===== config.mk =====
export PLATFORM = sky130hd
export DESIGN_NAME = bpe_ctrl
export DESIGN_NICKNAME = d
export VERILOG_FILES = /design/src/hdl/bpe_pkg.sv /design/src/hdl/bpe_ctrl.sv
export SDC_FILE = /design/constraint.sdc
export NUM_CORES = 1
export LEC_CHECK = 0
export ABC_AREA = 1
export BUFFER_PORTS_ARGS = -buffer_cell sky130_fd_sc_hd__clkbuf_2
export CAP_MARGIN = 25
export CORE_AREA = 3 3 40 42
export CTS_CLUSTER_DIAMETER = 40
export DETAILED_ROUTE_END_ITERATION = 10
export DIE_AREA = 0 0 43 45
export HOLD_SLACK_MARGIN = 0.03
export SYNTH_ARGS = -nofsm -noshare
export SYNTH_HDL_FRONTEND = slang
export SYNTH_SLANG_ARGS = --single-unit

===== constraint.sdc =====
create_clock -name clk_i -period 1 [get_ports clk_i]
set_input_delay 0.25 -clock clk_i [delete_from_list [all_inputs] [get_ports clk_i]]
set_output_delay 0.25 -clock clk_i [all_outputs]
set_load 0.05 [all_outputs]

===== src/hdl/bpe_pkg.sv =====
// Shared types and constants for the breakpoint envelope stereo gain core.
`timescale 1ns / 1ps
package bpe_pkg;

  localparam logic [1:0] MODE_LOAD    = 2'd0;
  localparam logic [1:0] MODE_REWIND  = 2'd1;
  localparam logic [1:0] MODE_PROCESS = 2'd2;

  localparam logic [7:0] REG_CLIP_START  = 8'd0;
  localparam logic [7:0] REG_CLIP_LENGTH = 8'd1;
  localparam logic [7:0] REG_BYPASS      = 8'd2;
  localparam logic [7:0] REG_POINT_COUNT = 8'd3;

  localparam logic [16:0] UNITY_GAIN = 17'd65536;
  localparam int unsigned DIV_BITS   = 17;

  typedef struct packed {
    logic take;
    logic rd_seg;
    logic cur_inc;
    logic mul;
    logic div_init;
    logic div_step;
    logic gain_calc;
    logic scale;
    logic out_load;
  } cmd_t;

  typedef struct packed {
    logic [1:0] mode;
    logic       bypass;
    logic       in_window;
    logic       cur_valid;
    logic       in_seg;
    logic       div_last;
    logic       out_full;
  } sts_t;

endpackage


===== src/hdl/bpe_ctrl.sv =====
// Sequencer for the envelope core: cursor walk, divide and output steps.
`timescale 1ns / 1ps
module bpe_ctrl (
  input  logic          clk_i,
  input  logic          rst_ni,
  input  logic          in_valid_i,
  output logic          in_ready_o,
  input  bpe_pkg::sts_t sts_i,
  output bpe_pkg::cmd_t cmd_o
);

  localparam logic [3:0] S_IDLE  = 4'd0;
  localparam logic [3:0] S_WALK  = 4'd1;
  localparam logic [3:0] S_CHECK = 4'd2;
  localparam logic [3:0] S_MUL   = 4'd3;
  localparam logic [3:0] S_DINIT = 4'd4;
  localparam logic [3:0] S_DIV   = 4'd5;
  localparam logic [3:0] S_GAIN  = 4'd6;
  localparam logic [3:0] S_SCALE = 4'd7;
  localparam logic [3:0] S_OUT   = 4'd8;

  logic [3:0] state_q, state_d;

  always_comb begin
    state_d    = state_q;
    cmd_o      = '0;
    in_ready_o = 1'b0;
    unique case (state_q)
      S_IDLE: begin
        in_ready_o = 1'b1;
        if (in_valid_i) begin
          cmd_o.take = 1'b1;
          if (sts_i.mode == bpe_pkg::MODE_PROCESS) begin
            state_d = (sts_i.bypass || !sts_i.in_window) ? S_SCALE : S_WALK;
          end
        end
      end
      S_WALK: begin
        if (sts_i.cur_valid) begin
          cmd_o.rd_seg = 1'b1;
          state_d      = S_CHECK;
        end else begin
          state_d = S_SCALE;
        end
      end
      S_CHECK: begin
        if (sts_i.in_seg) begin
          state_d = S_MUL;
        end else begin
          cmd_o.cur_inc = 1'b1;
          state_d       = S_WALK;
        end
      end
      S_MUL: begin
        cmd_o.mul = 1'b1;
        state_d   = S_DINIT;
      end
      S_DINIT: begin
        cmd_o.div_init = 1'b1;
        state_d        = S_DIV;
      end
      S_DIV: begin
        cmd_o.div_step = 1'b1;
        if (sts_i.div_last) state_d = S_GAIN;
      end
      S_GAIN: begin
        cmd_o.gain_calc = 1'b1;
        state_d         = S_SCALE;
      end
      S_SCALE: begin
        cmd_o.scale = 1'b1;
        state_d     = S_OUT;
      end
      S_OUT: begin
        // hold until the output register frees up
        if (!sts_i.out_full) begin
          cmd_o.out_load = 1'b1;
          state_d        = S_IDLE;
        end
      end
      default: state_d = S_IDLE;
    endcase
  end

  always_ff @(posedge clk_i or negedge rst_ni) begin
    if (!rst_ni) begin
      state_q <= S_IDLE;
    end else begin
      state_q <= state_d;
    end
  end

`ifndef SYNTHESIS
  a_load_stays_idle: assert property (@(posedge clk_i) disable iff (!rst_ni)
    cmd_o.take && sts_i.mode == bpe_pkg::MODE_LOAD |=> state_q == S_IDLE)
    else $error("load word left idle");
  a_div_to_gain: assert property (@(posedge clk_i) disable iff (!rst_ni)
    state_q == S_DIV && sts_i.div_last |=> state_q == S_GAIN)
    else $error("divider end missed");
  a_miss_walks: assert property (@(posedge clk_i) disable iff (!rst_ni)
    state_q == S_CHECK && !sts_i.in_seg |=> state_q == S_WALK)
    else $error("segment miss did not advance");
`endif

endmodule


==> results of run 1 <==
-- power groups by stage --
stage / clock network [mW] / logic (mW) / registers [mW]
finish: 0.226 / 3.23 / 0.420
global route: 0.246 / 3.41 / 0.431
CTS: 0.225 / 2.95 / 0.394
detailed placement: 0 / 2.24 / 0.379
global placement: 0 / 2.21 / 0.377
floorplan: 0 / 1.46 / 0.410
-- worst paths after layout --
check | from | end
hold / removal | rst_ni | state_q[3]$_DFFE_PN0P_
setup / recovery | state_q[3]$_DFFE_PN0P_ | cmd_o[8]
min in group clk_i | sts_i[1] | state_q[0]$_DFFE_PN0P_
hold reg to reg | state_q[2]$_DFFE_PN0P_ | state_q[2]$_DFFE_PN0P_
setup reg to reg | state_q[3]$_DFFE_PN0P_ | state_q[1]$_DFFE_PN0P_
max in group asynchronous | rst_ni | state_q[1]$_DFFE_PN0P_
-- timing repair --
action	4_1_cts	5_1_grt
pin swaps	15	7
setup endpoints to repair	14	14
hold endpoints to repair	4	0
setup buffers	10	5
resized for setup	34	12
hold buffers	1	0
-- routing by layer --
metal  GRT usage [%]  share of wire, %  vias to the layer above
li1                -                 -                      306
met1            25.3                39                      284
met2            39.2                54                       25
met3            1.20               4.4                        4
met4            9.04               1.9                        0
met5               0                 0                        -
-- cell usage after synthesis --
cell	number
sky130_fd_sc_hd__and2_1	1
sky130_fd_sc_hd__dfrtp_1	4
sky130_fd_sc_hd__inv_1	9
sky130_fd_sc_hd__inv_2	3
sky130_fd_sc_hd__nand2_1	14
sky130_fd_sc_hd__nand2_2	1
sky130_fd_sc_hd__nand3_1	7
sky130_fd_sc_hd__nand3b_2	1
sky130_fd_sc_hd__nand4_1	2
sky130_fd_sc_hd__nor2_1	7
sky130_fd_sc_hd__nor2_2	2
sky130_fd_sc_hd__nor2_4	2
sky130_fd_sc_hd__nor3_1	3
sky130_fd_sc_hd__nor4_1	1
sky130_fd_sc_hd__o211ai_1	1
sky130_fd_sc_hd__o21ai_0	3
-- area by class of cell --
cell class | count | area, sq um
clock buffers | 4 | 26.3
flip-flops and latches | 4 | 104
multi-input cells | 45 | 372
repair buffers | 51 | 475
well taps | 15 | 18.8
inverters | 12 | 56.3
fillers | 78 | 233
-- worst reg2reg max path, stage by stage (launching register included) --
cell,delay [ps]
sky130_fd_sc_hd__dfrtp_1,430
sky130_fd_sc_hd__nor2_4,240
sky130_fd_sc_hd__inv_2,100
sky130_fd_sc_hd__nor2_4,140
sky130_fd_sc_hd__buf_6,120
sky130_fd_sc_hd__buf_6,80
sky130_fd_sc_hd__nand2_4,40
sky130_fd_sc_hd__nand4_1,70
sky130_fd_sc_hd__and2_1,130
-- cells by family after synthesis --
logic type      Yosys count  share of synthesized area, %
flops                     4                          26.8
buf+inv                  12                          12.0
compound gates            4                          6.02
simple gates             41                          55.2
==> results.md, run 1 <==
* Detailed Place HPWL at slightly above 1000 um
* Number of maximum-capacitance constraint violations at 0
* Ordered cell list for the critical path: nor2_4 -> inv_2 -> nor3_4 -> buf_8
* Placeable core area at 1280 sq um
* Number of distinct library cells after synthesis at 16
* Transition time at the pin with the least slew margin at 262 ps
* Commonest non-fill, non-tap cell in the layout: sky130_fd_sc_hd__buf_4
* Antenna violations before repair at 0
* Post-Syn Nets at between 70 and 80
* Registers with the most flip-flops: state_q x4
* Worst VDD drop at approximately 2.1 mV
* Avg Cell Area, Syn at a little over 6 sq um
* CP max-delay cell: sky130_fd_sc_hd__dfrtp_1
* Cells taking the most area after synthesis: sky130_fd_sc_hd__dfrtp_1 (27%), sky130_fd_sc_hd__nand2_1 (14%), sky130_fd_sc_hd__nand3_1 (9.4%)
* Detailed-route wire length per cell at about 14 um
* Number of global-route vias before repair at around 630
* Leakage power at roughly 0.52 nW
* Summed instance area of the synthesized netlist at approximately 370 sq um
* Combinational fraction of design power at 83.3%
* Startpoint type of the worst setup path: flop
* Clock buffer depth at 2
* Final critical delay including setup and external delays at 1590 ps
* Endpoints failing hold at 0
* Register share of total power at a little over a tenth
* Die X-Extent at around 43 um
* Switching share of total power at about half
* Total routing usage reported by global routing at 21.1%
* RSZ-0062 raised after global routing: true
* Global placer's final weighted congestion at 0.776
* Hold slack final at roughly 370 ps
* Least setup slack across all paths after layout at -589 ps
* Residual DRC at 0
* Post-DRT Antenna Nets at 0
* Num CTS Buffers at 3
* Starting Density at about 29%
* Final-stage net count at around 130
* Final slew viol count at 0
* Clock insertion delay at the later pin of the skew report at between 200 and 250 ps
* Power spent charging and discharging nets at roughly 2.0 mW
* Area growth, synth to finish at 181%
* Post-synthesis cell type with the largest combined area: sky130_fd_sc_hd__dfrtp_1
* CTS tree: done
* Critical Path AT at about 1300 ps
* PD cells at ~3700 nW/um^2
* Maximum cell stage delay along the critical path at about 430 ps
* Deepest level of the CTS H-tree at 1
* Path category of the worst min-delay check: in -> async
* Share of cells above drive strength 1 at 74.1%
* Root Driver: sky130_fd_sc_hd__clkbuf_4
* Type of element capturing the critical path: primary output
* Setup TNS after final layout at -6460 ps
* Logic depth of the worst register-to-register path at 8
* Final Routed Wirelength at between 1500 and 2000 um
* Number of flip-flops in the largest register at 4
* Crit Path Max Fanout at 7
* Clock transition at the registers of the reported paths at 40 ps
* Count of clock tree sinks at 4
* Combined buffer and inverter count along the critical path at 2
* Commonest non-fill, non-tap cells in the layout: sky130_fd_sc_hd__buf_4 (23), sky130_fd_sc_hd__clkbuf_2 (10), sky130_fd_sc_hd__nand2_1 (9)
* Register with the most flip-flops: state_q
* Height of the die at 45 um
* Setup Crit Path Kind: reg -> out
* Path length in cells of the critical path at 4
* Highest clock rate at about 630 MHz
* Die area at 1940 sq um
* Core Util, Final at between 80% and 90%
* Worst reg2reg setup slack at -410 ps
* Total of endpoints with negative setup slack in the final report at 14
* Required arrival time at the worst endpoint at 750 ps
* Dpl cell area at ~760 sq um
* Outcome: complete, but fails checks
* Post-Place Setup Slack at -437 ps
* Violations in the final reports: negative setup slack
* Worst clock skew on the final layout at around 2.4 ps
* Power Internal at 1.91 mW
* Aggregate global routing overflow at 0
* Instance count after placement with tap cells included at roughly 110
* Share of the synthesized area in the top cell type at between 20% and 30%
* Count of warnings emitted by yosys at 0
* Iter 0 DRT Violations at 12
* Part of the power in the clock network at under 10%
* Slew headroom at 82.4%
* Largest net degree at the start of global routing at 8
* Number of I/O port buffers at 20
* Sequential cell area fraction in the yosys report at between 20% and 30%
* Number of placed I/O pins at 21
* Global-route wire length before repair at approximately 2900 um
* Post-Layout Inst Area at approximately 1100 sq um
* N_diodes at 0
* Cells after synthesis at roughly 60
* Share of the clock period used by the worst path after layout at 159%
* DRT Pass-1 Iters at 4
* Via-to-Cell Ratio at between 4 and 5
* Number of standard cells in the layout, taps in and fillers out at 131
* Number of core rows at 13
* Top cell family by delay on the critical path: flip-flops
* Total via count after detailed routing at just over 600
* Total power consumption of the routed design at between 3 and 4 mW
* Number of synthesized register bits at 4
No activity file was read; power rests on OpenSTA's default activity.
==> run 2: changes to the inputs <==
==> constraint.sdc (replaced) <==
create_clock -name clk_i -period 1 [get_ports clk_i]
set_input_delay 0.2 -clock clk_i [delete_from_list [all_inputs] [get_ports clk_i]]
set_output_delay 0.2 -clock clk_i [all_outputs]
set_load 0.05 [all_outputs]
==> results.md, run 2 (same netlist as run 1, synthesis figures left out) <==
* Outcome: complete, but fails checks
* Violations in the final reports: negative setup slack
* Post-DRT Antenna Nets at 0 (unchanged)
* PD cells at 3730 nW/um^2 (+1.5%)
* Path category of the worst min-delay check: in -> async
* Startpoint type of the worst setup path: flop
* Worst R2R End: state_q[1]$_DFFE_PN0P_
* Commonest non-fill, non-tap cell in the layout: sky130_fd_sc_hd__buf_4
* Top cell family by delay on the critical path: flip-flops
* Critical Path AT at 1340 ps (about the same)
* Number of I/O port buffers at 20 (unchanged)
* Worst VDD drop at 2.00 mV (-5.4%)
* Combined buffer and inverter count along the critical path at 2 (unchanged)
* Placeable core area at 1280 sq um (unchanged)
* Area occupied by multi-input gates at 378 sq um (+1.7%)
* N_diodes at 0 (unchanged)
* Starting Density at 29.1% (unchanged)
* Number of global-route vias before repair at 539 (-14%)
* Highest clock rate at 650 MHz (+3.3%)
* Die area at 1940 sq um (unchanged)
* Largest net degree at the start of global routing at 7 (-1)
* Power spent charging and discharging nets at 2.03 mW (+3.2%)
* Registers with the most flip-flops: state_q x4
* Aggregate global routing overflow at 0 (unchanged)
* Final-stage net count at 129 (+0.78%)
* Total routing usage reported by global routing at 16.3% (-4.8 points)
* Area growth, synth to finish at 191%
* Residual DRC at 0 (unchanged)
* Number of placed I/O pins at 21 (unchanged)
* Number of core rows at 13 (unchanged)
* Final slew viol count at 0 (unchanged)
* Iter 0 DRT Violations at 8 (-4)
* Core Util, Final at 84.6% (+2.7 points)
* Clock buffer depth at 2 (unchanged)
* Maximum cell stage delay along the critical path at 430 ps (about the same)
* Commonest non-fill, non-tap cells in the layout: sky130_fd_sc_hd__buf_4 (24), sky130_fd_sc_hd__clkbuf_2 (10), sky130_fd_sc_hd__nor2_4 (9)
* Leakage power at 0.534 nW (+2.1%)
* Global-route wire length before repair at 2310 um (-22%)
* Transition time at the pin with the least slew margin at 270 ps (+7.80 ps)
* Clock transition at the registers of the reported paths at 40 ps (about the same)
* Setup Crit Path Kind: reg -> out
* Total of endpoints with negative setup slack in the final report at 14 (unchanged)
* Power Internal at 2.04 mW (+6.7%)
* Deepest level of the CTS H-tree at 1 (unchanged)
* Detailed Place HPWL at 963 um (-7.4%)
* CP max-delay cell: sky130_fd_sc_hd__dfrtp_1
* Required arrival time at the worst endpoint at 800 ps (+50 ps)
* Total via count after detailed routing at 669 (+8.1%)
* Global placer's final weighted congestion at 0.799 (+2.9%)
* Die X-Extent at 43 um (unchanged)
* Switching share of total power at 49.9% (-0.83 points)
* Final Routed Wirelength at 1940 um (+4.4%)
* Slew headroom at 81.9% (-0.52 points)
* Count of clock tree sinks at 4 (unchanged)
* Endpoints failing hold at 0 (unchanged)
* Post-Layout Inst Area at 1090 sq um (+3.3%)
* Detailed-route wire length per cell at 14.7 um (+3.6%)
* Least setup slack across all paths after layout at -539 ps (+50.4 ps)
* Worst clock skew on the final layout at 5.34 ps (+2.91 ps)
* Part of the power in the clock network at 5.6% (-0.2 points)
* Global-route met3 utilization at 3.98% (+2.8 points)
* CTS tree: done
* Combinational fraction of design power at 85.5% (+2.2 points)
* Crit Path Max Fanout at 6 (-1)
* Share of cells above drive strength 1 at 76.1% (+1.9 points)
* Root Driver: sky130_fd_sc_hd__clkbuf_4
* RSZ-0062 raised after global routing: true
* Height of the die at 45 um (unchanged)
* Logic depth of the worst register-to-register path at 7 (-1)
* Worst reg2reg setup slack at -450 ps (-40 ps)
* Clock insertion delay at the later pin of the skew report at 240 ps (about the same)
* Via-to-Cell Ratio at 5.07 (+7.3%)
* Grt met1 use at 19.1% (-6.2 points)
* Type of element capturing the critical path: primary output
* Dpl cell area at 744 sq um (-2.0%)
* Final critical delay including setup and external delays at 1540 ps (-50.4 ps)
* Antenna violations before repair at 0 (unchanged)
* GR Layer Usage met2 at 29.3% (-9.9 points)
* Share of the clock period used by the worst path after layout at 154% (-5.0 points)
* Number of flip-flops in the largest register at 4 (unchanged)
* Sequential Area at 104 sq um (unchanged)
* DRT Pass-1 Iters at 4 (unchanged)
* Num CTS Buffers at 3 (unchanged)
* Worst r2r src: state_q[0]$_DFFE_PN0P_
* Register with the most flip-flops: state_q
* Number of maximum-capacitance constraint violations at 0 (unchanged)
* Register share of total power at 9.0% (-1.9 points)
* Most utilized layer in the global route result: met2
* Ordered cell list for the critical path: nor2_4 -> inv_2 -> nor3_4 -> buf_8
* Number of filler cells placed in the layout at 80 (+2.6%)
[run 2: cell types whose count changed in the layout (fill, tap and decap cells not counted), sizes merged]
cell | previous run | this run
inv | 10 | 9
clkinv | 1 | 2
clkbuf | 16 | 15
buf | 38 | 40
[run 2: worst max path at each step]
stage | startpoint | endpoint | slack (ps) | cells past startpoint
global route | state_q[0]$_DFFE_PN0P_ | cmd_o[0] | -580 | 4
CTS | state_q[0]$_DFFE_PN0P_ | cmd_o[0] | -510 | 4
finish | state_q[3]$_DFFE_PN0P_ | cmd_o[8] | -540 | 4
floorplan | state_q[2]$_DFFE_PN0P_ | cmd_o[8] | -390 | 3
detailed placement | state_q[3]$_DFFE_PN0P_ | cmd_o[8] | -370 | 4
global placement | state_q[3]$_DFFE_PN0P_ | cmd_o[8] | -340 | 4
[run 2: routing by layer]
| metal | routed length, um | up-vias |
|---|---|---|
| met5 | 0 | - |
| met4 | 64 | 0 |
| met3 | 138 | 12 |
| met2 | 1020 | 40 |
| met1 | 722 | 305 |
| li1 | - | 312 |
[run 2: worst register-to-register path: cells and delay by family, from the launching register on]
kind,cells,cell delay [ps]
buffers and inverters,2,300
and+or+nand+nor,5,600
DFF,1,440
[run 2: area by class of cell]
class	instances	area share, %
timing repair buffer	52	46.1
multi-input combinational	45	34.8
sequential	4	9.55
inverter	12	5.41
clock buffer	4	2.42
tap	15	1.73
[run 2: per-stage QoR]
stage	hold WS (ps)	setup TNS, ps	worst slack, ps	cells	power, mW
2_1_floorplan	-95.6	-3370	-394	61	1.87
3_3_place_gp	5.08	-3550	-344	112	2.55
3_5_place_dp	7.70	-3680	-370	112	2.56
4_1_cts	292	-5360	-515	121	3.33
5_1_grt	318	-7140	-585	132	4.27
6_report	299	-6390	-539	132	4.06
[run 2: repair_timing]
action                                 4_1_cts  5_1_grt
buffers inserted                             6       11
hold buffers                                 1        0
endpoints found under the hold margin        4        0
resized for setup                           32       14
pin swaps                                   14        9
setup endpoints to repair                   14       14
[run 2: power groups by stage]
stage | clock network, mW | logic (mW) | registers [mW]
floorplan | 0 | 1.46 | 0.410
global placement | 0 | 2.17 | 0.378
detailed placement | 0 | 2.18 | 0.383
CTS | 0.229 | 2.70 | 0.408
global route | 0.248 | 3.65 | 0.373
finish | 0.225 | 3.47 | 0.365
